## src/rtl/core/scoc_pkg.sv

```systemverilog
// ============================================================================
// scoc_pkg: shared types and constants of the clock offset corrector
// Item kinds, register indexes, controller states and control/status bundles.
// ============================================================================
package scoc_pkg;

    // Field and register widths
    localparam int TIME_W   = 63;
    localparam int BIAS_W   = 64;
    localparam int WIN_W    = 48;
    localparam int RATE_W   = 30;
    localparam int KIND_W   = 2;
    localparam int CIDX_W   = 2;
    localparam int CDATA_W  = 48;

    // Divider geometry: 94-bit dividend, two quotient bits per cycle
    localparam int DIV_W      = 94;
    localparam int DIV_RADIX  = 2;
    localparam int DIV_CYCLES = DIV_W / DIV_RADIX;
    localparam int CNT_W      = $clog2(DIV_CYCLES);
    localparam int LIM_W      = 31;
    localparam int MULA_W     = 32;
    localparam int MULR_W     = MULA_W + RATE_W;

    // Constants
    localparam logic [WIN_W-1:0]  ONE_SEC_NS      = 48'd1000000000;
    localparam logic [WIN_W-1:0]  WIN_RESET       = '0;
    localparam logic [RATE_W-1:0] SLEW_RESET      = '0;
    localparam logic [RATE_W-1:0] STEP_RESET      = 30'd1000000;

    // Item kinds
    typedef enum logic [KIND_W-1:0] {
        KIND_UPDATE = 2'd0,
        KIND_QUERY  = 2'd1,
        KIND_CLEAR  = 2'd2
    } kind_t;

    // Configuration register indexes
    typedef enum logic [CIDX_W-1:0] {
        REG_WINDOW = 2'd0,
        REG_SLEW   = 2'd1,
        REG_STEP   = 2'd2
    } reg_idx_t;

    // Controller states
    typedef enum logic [3:0] {
        ST_IDLE,
        ST_ERR,
        ST_MUL_LIM,
        ST_DIV_LIM,
        ST_MUL_LO,
        ST_MUL_HI,
        ST_DIV_STEP,
        ST_APPLY,
        ST_DONE
    } state_t;

    // Controller to datapath commands
    typedef struct packed {
        logic load_in;
        logic err_en;
        logic mul_lim;
        logic div_step;
        logic mul_lo;
        logic mul_hi;
        logic apply;
        logic load_out;
    } cmd_t;

    // Datapath to controller status
    typedef struct packed {
        logic win_zero;
    } stat_t;

endpackage

```

## src/rtl/core/scoc_ctrl.sv

```systemverilog
// ============================================================================
// scoc_ctrl: sequencer of the clock offset corrector
// Walks an update through error, limit, multiply and divide steps, and
// drives the output beat handshake.
// ============================================================================
module scoc_ctrl (
    input  logic                          aclk,
    input  logic                          aresetn,
    input  logic                          s_tvalid,
    output logic                          s_tready,
    input  logic [scoc_pkg::KIND_W-1:0]   in_kind,
    output logic                          m_tvalid,
    input  logic                          m_tready,
    output scoc_pkg::cmd_t                cmd,
    input  scoc_pkg::stat_t               stat
);

    scoc_pkg::state_t               state_reg, state_next;
    logic [scoc_pkg::CNT_W-1:0]     cnt_reg, cnt_next;
    logic                           mvalid_reg, mvalid_next;
    logic                           cnt_last;
    logic                           out_free;

    assign cnt_last = (cnt_reg == scoc_pkg::CNT_W'(scoc_pkg::DIV_CYCLES - 1));
    assign out_free = !mvalid_reg || m_tready;
    assign s_tready = (state_reg == scoc_pkg::ST_IDLE);
    assign m_tvalid = mvalid_reg;

    // State, counter and output valid registers
    always_ff @(posedge aclk) begin
        if (!aresetn) begin
            state_reg  <= scoc_pkg::ST_IDLE;
            cnt_reg    <= '0;
            mvalid_reg <= 1'b0;
        end else begin
            state_reg  <= state_next;
            cnt_reg    <= cnt_next;
            mvalid_reg <= mvalid_next;
        end
    end

    // Next state and commands
    always_comb begin
        state_next  = state_reg;
        cnt_next    = cnt_reg;
        mvalid_next = mvalid_reg && !m_tready;
        cmd         = '0;
        unique case (state_reg)
            scoc_pkg::ST_IDLE: begin
                if (s_tvalid) begin
                    cmd.load_in = 1'b1;
                    if (in_kind == scoc_pkg::KIND_UPDATE && !stat.win_zero) begin
                        state_next = scoc_pkg::ST_ERR;
                    end else begin
                        state_next = scoc_pkg::ST_DONE;
                    end
                end
            end
            scoc_pkg::ST_ERR: begin
                cmd.err_en = 1'b1;
                state_next = scoc_pkg::ST_MUL_LIM;
            end
            scoc_pkg::ST_MUL_LIM: begin
                cmd.mul_lim = 1'b1;
                cnt_next    = '0;
                state_next  = scoc_pkg::ST_DIV_LIM;
            end
            scoc_pkg::ST_DIV_LIM: begin
                cmd.div_step = 1'b1;
                cnt_next     = cnt_reg + 1'b1;
                if (cnt_last) begin
                    state_next = scoc_pkg::ST_MUL_LO;
                end
            end
            scoc_pkg::ST_MUL_LO: begin
                cmd.mul_lo = 1'b1;
                state_next = scoc_pkg::ST_MUL_HI;
            end
            scoc_pkg::ST_MUL_HI: begin
                cmd.mul_hi = 1'b1;
                cnt_next   = '0;
                state_next = scoc_pkg::ST_DIV_STEP;
            end
            scoc_pkg::ST_DIV_STEP: begin
                cmd.div_step = 1'b1;
                cnt_next     = cnt_reg + 1'b1;
                if (cnt_last) begin
                    state_next = scoc_pkg::ST_APPLY;
                end
            end
            scoc_pkg::ST_APPLY: begin
                cmd.apply  = 1'b1;
                state_next = scoc_pkg::ST_DONE;
            end
            scoc_pkg::ST_DONE: begin
                // hand the result to the output register once it is free
                if (out_free) begin
                    cmd.load_out = 1'b1;
                    mvalid_next  = 1'b1;
                    state_next   = scoc_pkg::ST_IDLE;
                end
            end
            default: begin
                state_next = scoc_pkg::ST_IDLE;
            end
        endcase
    end

endmodule

```

## src/rtl/core/scoc_dp.sv

```systemverilog
// ============================================================================
// scoc_dp: datapath of the clock offset corrector
// Config registers, bias, error saturation, shared 32x30 multiplier,
// radix-2 restoring divider (two bits per cycle) and the output register.
// ============================================================================
module scoc_dp (
    input  logic                            aclk,
    input  logic                            aresetn,
    input  logic                            cfg_valid,
    input  logic [scoc_pkg::CIDX_W-1:0]     cfg_index,
    input  logic [scoc_pkg::CDATA_W-1:0]    cfg_data,
    input  logic [scoc_pkg::KIND_W-1:0]     in_kind,
    input  logic [scoc_pkg::TIME_W-1:0]     in_mono,
    input  logic [scoc_pkg::TIME_W-1:0]     in_wall,
    input  scoc_pkg::cmd_t                  cmd,
    output scoc_pkg::stat_t                 stat,
    output logic [scoc_pkg::BIAS_W-1:0]     out_bias,
    output logic [scoc_pkg::TIME_W-1:0]     out_adj
);

    localparam int DW = scoc_pkg::DIV_W;
    localparam int WW = scoc_pkg::WIN_W;
    localparam int BW = scoc_pkg::BIAS_W;
    localparam int TW = scoc_pkg::TIME_W;

    // Config and state
    logic [WW-1:0]                  win_reg;
    logic [scoc_pkg::RATE_W-1:0]    slew_reg;
    logic [scoc_pkg::RATE_W-1:0]    step_reg;
    logic signed [BW-1:0]           bias_reg, bias_next;

    // Item and work registers
    logic [scoc_pkg::KIND_W-1:0]    kind_reg;
    logic [TW-1:0]                  mono_reg;
    logic [TW-1:0]                  wall_reg;
    logic signed [BW-1:0]           err_reg;
    logic                           neg_reg;
    logic [BW-1:0]                  mag_reg;
    logic [scoc_pkg::LIM_W-1:0]     lim_reg;
    logic [DW-1:0]                  dq_reg;
    logic [WW-1:0]                  rem_reg;
    logic [WW-1:0]                  dvsr_reg;
    logic [BW-1:0]                  obias_reg;
    logic [TW-1:0]                  oadj_reg;

    // Combinational signals
    logic signed [BW+1:0]           e_wide;
    logic signed [BW-1:0]           e_sat;
    logic [scoc_pkg::MULA_W-1:0]    mul_a;
    logic [scoc_pkg::MULR_W-1:0]    mul_res;
    logic [WW:0]                    r1s, r2s;
    logic                           ge1, ge2;
    logic [WW-1:0]                  r1, r2;
    logic [DW-1:0]                  dq1, dq2;
    logic                           q_wide;
    logic [scoc_pkg::LIM_W-1:0]     step_mag;
    logic signed [BW:0]             sum_wide;
    logic signed [BW-1:0]           sum_sat;
    logic signed [BW:0]             adj_wide;
    logic [TW-1:0]                  adj_val;

    assign stat.win_zero = (win_reg == '0);
    assign out_bias      = obias_reg;
    assign out_adj       = oadj_reg;

    // Error wall - mono - bias, saturated to 64 bits
    always_comb begin
        e_wide = $signed({3'b000, wall_reg}) - $signed({3'b000, mono_reg})
               - $signed({{2{bias_reg[BW-1]}}, bias_reg});
        if (e_wide[BW+1:BW-1] == 3'b000 || e_wide[BW+1:BW-1] == 3'b111) begin
            e_sat = e_wide[BW-1:0];
        end else if (!e_wide[BW+1]) begin
            e_sat = {1'b0, {(BW-1){1'b1}}};
        end else begin
            e_sat = {1'b1, {(BW-1){1'b0}}};
        end
    end

    // Shared multiplier operand select
    always_comb begin
        priority if (cmd.mul_lim) begin
            mul_a = scoc_pkg::MULA_W'(slew_reg);
        end else if (cmd.mul_lo) begin
            mul_a = mag_reg[31:0];
        end else begin
            mul_a = mag_reg[63:32];
        end
    end
    assign mul_res = scoc_pkg::MULR_W'(mul_a) * scoc_pkg::MULR_W'(step_reg);

    // Two restoring divide steps
    always_comb begin
        r1s = {rem_reg, dq_reg[DW-1]};
        ge1 = (r1s >= {1'b0, dvsr_reg});
        r1  = ge1 ? WW'(r1s - {1'b0, dvsr_reg}) : r1s[WW-1:0];
        dq1 = {dq_reg[DW-2:0], ge1};
        r2s = {r1, dq1[DW-1]};
        ge2 = (r2s >= {1'b0, dvsr_reg});
        r2  = ge2 ? WW'(r2s - {1'b0, dvsr_reg}) : r2s[WW-1:0];
        dq2 = {dq1[DW-2:0], ge2};
    end

    // Quotient saturation, slew clamp and bias add
    always_comb begin
        q_wide = |dq_reg[DW-1:BW];
        if (q_wide || dq_reg[BW-1:0] > BW'(lim_reg)) begin
            step_mag = lim_reg;
        end else begin
            step_mag = dq_reg[scoc_pkg::LIM_W-1:0];
        end
        if (neg_reg) begin
            sum_wide = $signed({bias_reg[BW-1], bias_reg})
                     - $signed({{(BW+1-scoc_pkg::LIM_W){1'b0}}, step_mag});
        end else begin
            sum_wide = $signed({bias_reg[BW-1], bias_reg})
                     + $signed({{(BW+1-scoc_pkg::LIM_W){1'b0}}, step_mag});
        end
        if (sum_wide[BW] == sum_wide[BW-1]) begin
            sum_sat = sum_wide[BW-1:0];
        end else if (!sum_wide[BW]) begin
            sum_sat = {1'b0, {(BW-1){1'b1}}};
        end else begin
            sum_sat = {1'b1, {(BW-1){1'b0}}};
        end
    end

    // Adjusted time: mono + bias, floored at zero, saturated high
    always_comb begin
        adj_wide = $signed({2'b00, mono_reg}) + $signed({bias_reg[BW-1], bias_reg});
        if (adj_wide[BW]) begin
            adj_val = '0;
        end else if (adj_wide[BW-1]) begin
            adj_val = '1;
        end else begin
            adj_val = adj_wide[TW-1:0];
        end
    end

    // Bias next value
    always_comb begin
        bias_next = bias_reg;
        if (cmd.apply) begin
            bias_next = sum_sat;
        end else if (cmd.load_out && kind_reg == scoc_pkg::KIND_CLEAR) begin
            bias_next = '0;
        end
    end

    // Config registers and bias
    always_ff @(posedge aclk) begin
        if (!aresetn) begin
            win_reg  <= scoc_pkg::WIN_RESET;
            slew_reg <= scoc_pkg::SLEW_RESET;
            step_reg <= scoc_pkg::STEP_RESET;
            bias_reg <= '0;
        end else begin
            bias_reg <= bias_next;
            if (cfg_valid) begin
                unique case (cfg_index)
                    scoc_pkg::REG_WINDOW: win_reg  <= cfg_data[WW-1:0];
                    scoc_pkg::REG_SLEW:   slew_reg <= cfg_data[scoc_pkg::RATE_W-1:0];
                    scoc_pkg::REG_STEP:   step_reg <= cfg_data[scoc_pkg::RATE_W-1:0];
                    default: ;
                endcase
            end
        end
    end

    // Work registers
    always_ff @(posedge aclk) begin
        if (cmd.load_in) begin
            kind_reg <= in_kind;
            mono_reg <= in_mono;
            wall_reg <= in_wall;
        end
        if (cmd.err_en) begin
            err_reg <= e_sat;
        end
        // limit product into the divider; error magnitude alongside
        if (cmd.mul_lim) begin
            neg_reg  <= err_reg[BW-1];
            mag_reg  <= err_reg[BW-1] ? (BW'(0) - err_reg) : err_reg;
            dq_reg   <= DW'(mul_res);
            rem_reg  <= '0;
            dvsr_reg <= scoc_pkg::ONE_SEC_NS;
        end
        if (cmd.div_step) begin
            dq_reg  <= dq2;
            rem_reg <= r2;
        end
        if (cmd.mul_lo) begin
            lim_reg <= dq_reg[scoc_pkg::LIM_W-1:0];
            dq_reg  <= DW'(mul_res);
        end
        if (cmd.mul_hi) begin
            dq_reg   <= dq_reg + {mul_res, 32'b0};
            rem_reg  <= '0;
            dvsr_reg <= win_reg;
        end
        // output register
        if (cmd.load_out) begin
            obias_reg <= (kind_reg == scoc_pkg::KIND_CLEAR) ? '0 : bias_reg;
            oadj_reg  <= (kind_reg == scoc_pkg::KIND_QUERY) ? adj_val : '0;
        end
    end

endmodule

```

## src/rtl/core/slew_limited_clock_offset_corrector.sv

```systemverilog
// ============================================================================
// slew_limited_clock_offset_corrector: slew-limited clock offset corrector
// Update: error, limit multiply and divide, low and high multiply, divide, apply
// and done, each divide a run of the two-bit-per-cycle divider; beats are taken
// only in idle. Query, clear, unknown kind or disabled update: idle to done.
// Output register lets a new beat enter while the last result waits.
// Synchronous reset clears bias, config to defaults, and output valid.
// ============================================================================
module slew_limited_clock_offset_corrector (
    input  logic         aclk,
    input  logic         aresetn,
    // input beats
    input  logic         s_tvalid,
    output logic         s_tready,
    input  logic [127:0] s_tdata,    // mono_time[62:0], wall_time[125:63], zero pad
    input  logic [1:0]   s_tuser,    // kind[1:0]
    // result beats
    output logic         m_tvalid,
    input  logic         m_tready,
    output logic [127:0] m_tdata,    // bias_out[63:0], adjusted_time[126:64], zero pad
    // configuration writes
    input  logic         cfg_valid,
    output logic         cfg_ready,
    input  logic [1:0]   cfg_index,
    input  logic [47:0]  cfg_data
);

    scoc_pkg::cmd_t                     cmd;
    scoc_pkg::stat_t                    stat;
    logic [scoc_pkg::BIAS_W-1:0]        out_bias;
    logic [scoc_pkg::TIME_W-1:0]        out_adj;

    assign cfg_ready = 1'b1;
    assign m_tdata   = {1'b0, out_adj, out_bias};

    scoc_ctrl u_ctrl (
        .aclk     (aclk),
        .aresetn  (aresetn),
        .s_tvalid (s_tvalid),
        .s_tready (s_tready),
        .in_kind  (s_tuser),
        .m_tvalid (m_tvalid),
        .m_tready (m_tready),
        .cmd      (cmd),
        .stat     (stat)
    );

    scoc_dp u_dp (
        .aclk      (aclk),
        .aresetn   (aresetn),
        .cfg_valid (cfg_valid),
        .cfg_index (cfg_index),
        .cfg_data  (cfg_data),
        .in_kind   (s_tuser),
        .in_mono   (s_tdata[62:0]),
        .in_wall   (s_tdata[125:63]),
        .cmd       (cmd),
        .stat      (stat),
        .out_bias  (out_bias),
        .out_adj   (out_adj)
    );

endmodule

```

## config.mk

```make
export PLATFORM = sky130hd
export DESIGN_NAME = slew_limited_clock_offset_corrector
export DESIGN_NICKNAME = d
export VERILOG_FILES = /design/src/rtl/core/scoc_pkg.sv /design/src/rtl/core/scoc_ctrl.sv /design/src/rtl/core/scoc_dp.sv /design/src/rtl/core/slew_limited_clock_offset_corrector.sv
export SDC_FILE = /design/constraint.sdc
export NUM_CORES = 2
export LEC_CHECK = 0
export ABC_AREA = 1
export BUFFER_PORTS_ARGS = -buffer_cell sky130_fd_sc_hd__buf_4
export CORE_MARGIN = 2
export CORE_UTILIZATION = 50
export CTS_CLUSTER_SIZE = 10
export DETAILED_ROUTE_END_ITERATION = 6
export MAX_ROUTING_LAYER = met4
export PLACE_DENSITY = 0.67
export RECOVER_POWER = 50
export SYNTH_ARGS = -nofsm -noshare
export SYNTH_HDL_FRONTEND = slang
export SYNTH_SLANG_ARGS = --single-unit
```

## constraint.sdc

```tcl
create_clock -name aclk -period 31 [get_ports aclk]
set_input_delay 4.65 -clock aclk [delete_from_list [all_inputs] [get_ports aclk]]
set_output_delay 4.65 -clock aclk [all_outputs]
set_load 0.005 [all_outputs]
```

==> results.py <==
metrics = {
    "clocking": {
        "clk_pin_slew_ns": 0.06,
        "cts.sinks": 788,
        "cts_buffers": 100,
        "clk_latency_ns": 0.78,
        "htreeDepth": 3,
        "clk_path_buf_depth": 3,
        "cts_tree": "yes",
        "hold_buffers": 0,
        "cts-root-buf": "clkbuf_16",
        "post_cts_buffers": 0,
        "cts_resized": 0,
    },
    "outcome": {
        "status": "finished with violations",
        "failed_checks": "capacitance limit, slew limit",
    },
    "global_routing": {
        "grt_pass1_wl_um": 498800,
        "grt.total_usage": 0.3754,
        "grt_start_max_net_pins": 80,
        "antenna_found_initial": 7,
        "grt_pass1_vias": 81339,
        "grt-ovfl-total": 0,
    },
    "cells_and_area": {
        "fin_nets": 13523,
        "register_area_mm2": 0.02135,
        "design_area_mm2": 0.09743,
        "n_fill_cell": 17124,
        "largest_reg_flops": 94,
        "multiInputGateArea_mm2": 0.05877,
        "stdcell_count": 14229,
        "syn_to_final_growth_pct": 8.543,
        "drive_gt1_frac": 0.05624,
    },
    "critical_path": {
        "required_ns": 31.61,
        "path_class": "register to register",
        "cp-end-kind": "register",
        "crit_path_frequent_cell": "nand2_1",
        "rr_worst_depth": 44,
        "startpoint": "u_ctrl.state_reg[1]",
        "r2r_start": "u_ctrl.state_reg[1]",
        "arrival_ns": 18.74,
        "r2r_setup_slack_ns": 12.87,
        "critPathMaxFanout": 67,
        "start_kind": "register",
        "slowest_delay_ns": 2.40,
        "cp_slowest_cell": "clkbuf_1",
    },
    "drt": {
        "routed_wl_um": 334000,
        "antenna_left": 0,
        "wl_per_cell_um": 23.47,
        "drt-initial-drc-count": 7339,
        "drtPass1Iterations": 6,
        "vias": 81362,
        "via_per_inst": 5.718,
        "drc": 0,
    },
    "placed_design": {
        "dpl-instance-area_mm2": 0.09433,
        "dp_hpwl_um": 270800,
        "io_buffer_count": 311,
        "routabilityCongestion": 1.044,
        "place_inst": 14041,
    },
    "synth": {
        "synthCells": 11636,
        "synth_top_area_frac": 0.1880,
        "ys_seq_area_frac": 0.2379,
        "netlist_top_cells_area": "fa_1, edfxtp_1, ha_1",
        "syn_avg_cell_area_um2": 7.714,
        "async_flop_share": 0,
        "yosysTopAreaCell": "fa_1",
        "ys_ff_latch": 788,
        "syn_nets": 13371,
        "yosys_warnings": 0,
        "synthFlopType": "edfxtp_1",
        "synth_edf_count": 557,
        "synthDistinctLibCells": 72,
        "netlist_area_mm2": 0.08976,
    },
    "sta": {
        "setup_tns_ns": 0,
        "slew_headroom": -2.093,
        "finClkSkew_ns": 0.03223,
        "hold_violations": 0,
        "post-route-min-period_ns": 18.13,
        "setup_violations": 0,
        "drv_slew": 911,
        "rsz0062_at_grt": "no",
        "clock.fmax_mhz": 55.16,
        "fin_crit_sh": 0.5848,
        "tightestPinTransition_ns": 4.640,
    },
    "floorplan": {
        "start_util": 0.5031,
        "coreArea_mm2": 0.1784,
        "die_x_um": 427.7,
        "die_area_mm2": 0.1829,
        "core.rowCount": 155,
        "fp.dieH_um": 427.7,
        "ioPinCount": 316,
    },
    "worst_hold_path": {
        "hp-start": "u_dp.win_reg[23]",
        "min_path_cells": 2,
        "hold_path.class": "register to register",
    },
    "job": {
        "maxCapViolations": 17,
    },
}
[cells by family after synthesis]
kind of cell,Yosys count,share of synthesized area
compound gates,2068,0.1305
xor+xnor,492,0.04801
fa+ha+maj,1550,0.2866
buf+inv,2537,0.1083
flops,788,0.2379
mux,2,0.0002230
other cells,2,0.00008367
simple gates,4197,0.1885
[cell usage after synthesis, drive strengths merged (47+ instances only)]
master	n
nor2	1454
o21a	69
xor2	289
buf	63
a31oi	181
dfxtp	231
nor4	75
inv	2168
edfxtp	557
nand4	47
nand2	2165
clkbuf	284
nand3	306
o21ai	652
nor3	73
xnor2	203
a21oi	926
ha	707
fa	843
[cell type report]
cell class,instances,area share
sequential,788,0.2192
clock buffer,140,0.02829
inverter,2190,0.08445
tap,2355,0.03024
antenna,15,0.0003853
timing repair buffer,397,0.02959
multi-input combinational,8311,0.6032
clock inverter,33,0.004649
[worst max-delay path: cells and delay by family (launching register included)]
family | cells | cell delay [ns]
XOR/XNOR | 1 | 0.17
AND/OR/NAND/NOR | 20 | 4.73
flip-flops | 1 | 0.44
adder cells (fa/ha/maj) | 10 | 4.97
buffers and inverters | 9 | 6.25
AO/OA/AOI/OAI | 4 | 1.37
[cell usage in the layout, fill, tap and decap left out, drive strengths merged, types with 44 or more instances in the layout]
cell,synthesis,layout
o21ai,652,652
nor2,1454,1454
nand4,47,47
nand2,2165,2165
clkbuf,284,287
clkinv,22,44
xnor2,203,203
o211ai,46,46
o21a,69,69
dfxtp,231,231
xor2,289,289
nor4,75,75
buf,63,250
a31oi,181,181
fa,843,843
nor3,73,73
ha,707,707
inv,2168,2170
nand3,306,306
edfxtp,557,557
a21oi,926,926
[metrics by stage]
stage,util,setup WS (ns),hold slack [ns]
4_1_cts,0.5467,17.01,0.4749
5_1_grt,0.5459,11.96,0.4945
6_report,0.5461,12.87,0.4748
3_5_place_dp,0.5287,17.06,0.4671
2_1_floorplan,-,17.60,0.4438
3_3_place_gp,0.5287,17.21,0.4585
[routing by layer]
metal | routed length, um | vias to the layer above | global-route usage
li1 | - | 37459 | -
met1 | 128800 | 39491 | 0.4482
met2 | 153600 | 3479 | 0.5919
met3 | 25360 | 933 | 0.05943
met4 | 26270 | 0 | 0.2400
met5 | 0 | - | -
[final timing paths]
check | end
max | u_dp.dq_reg[87]
min | u_dp.win_reg[23]
max reg2reg | u_dp.dq_reg[87]
min reg2reg | u_dp.win_reg[23]
Power is not shown: default switching activity piles up to over one toggle a cycle in this logic, so the estimate is an artifact.
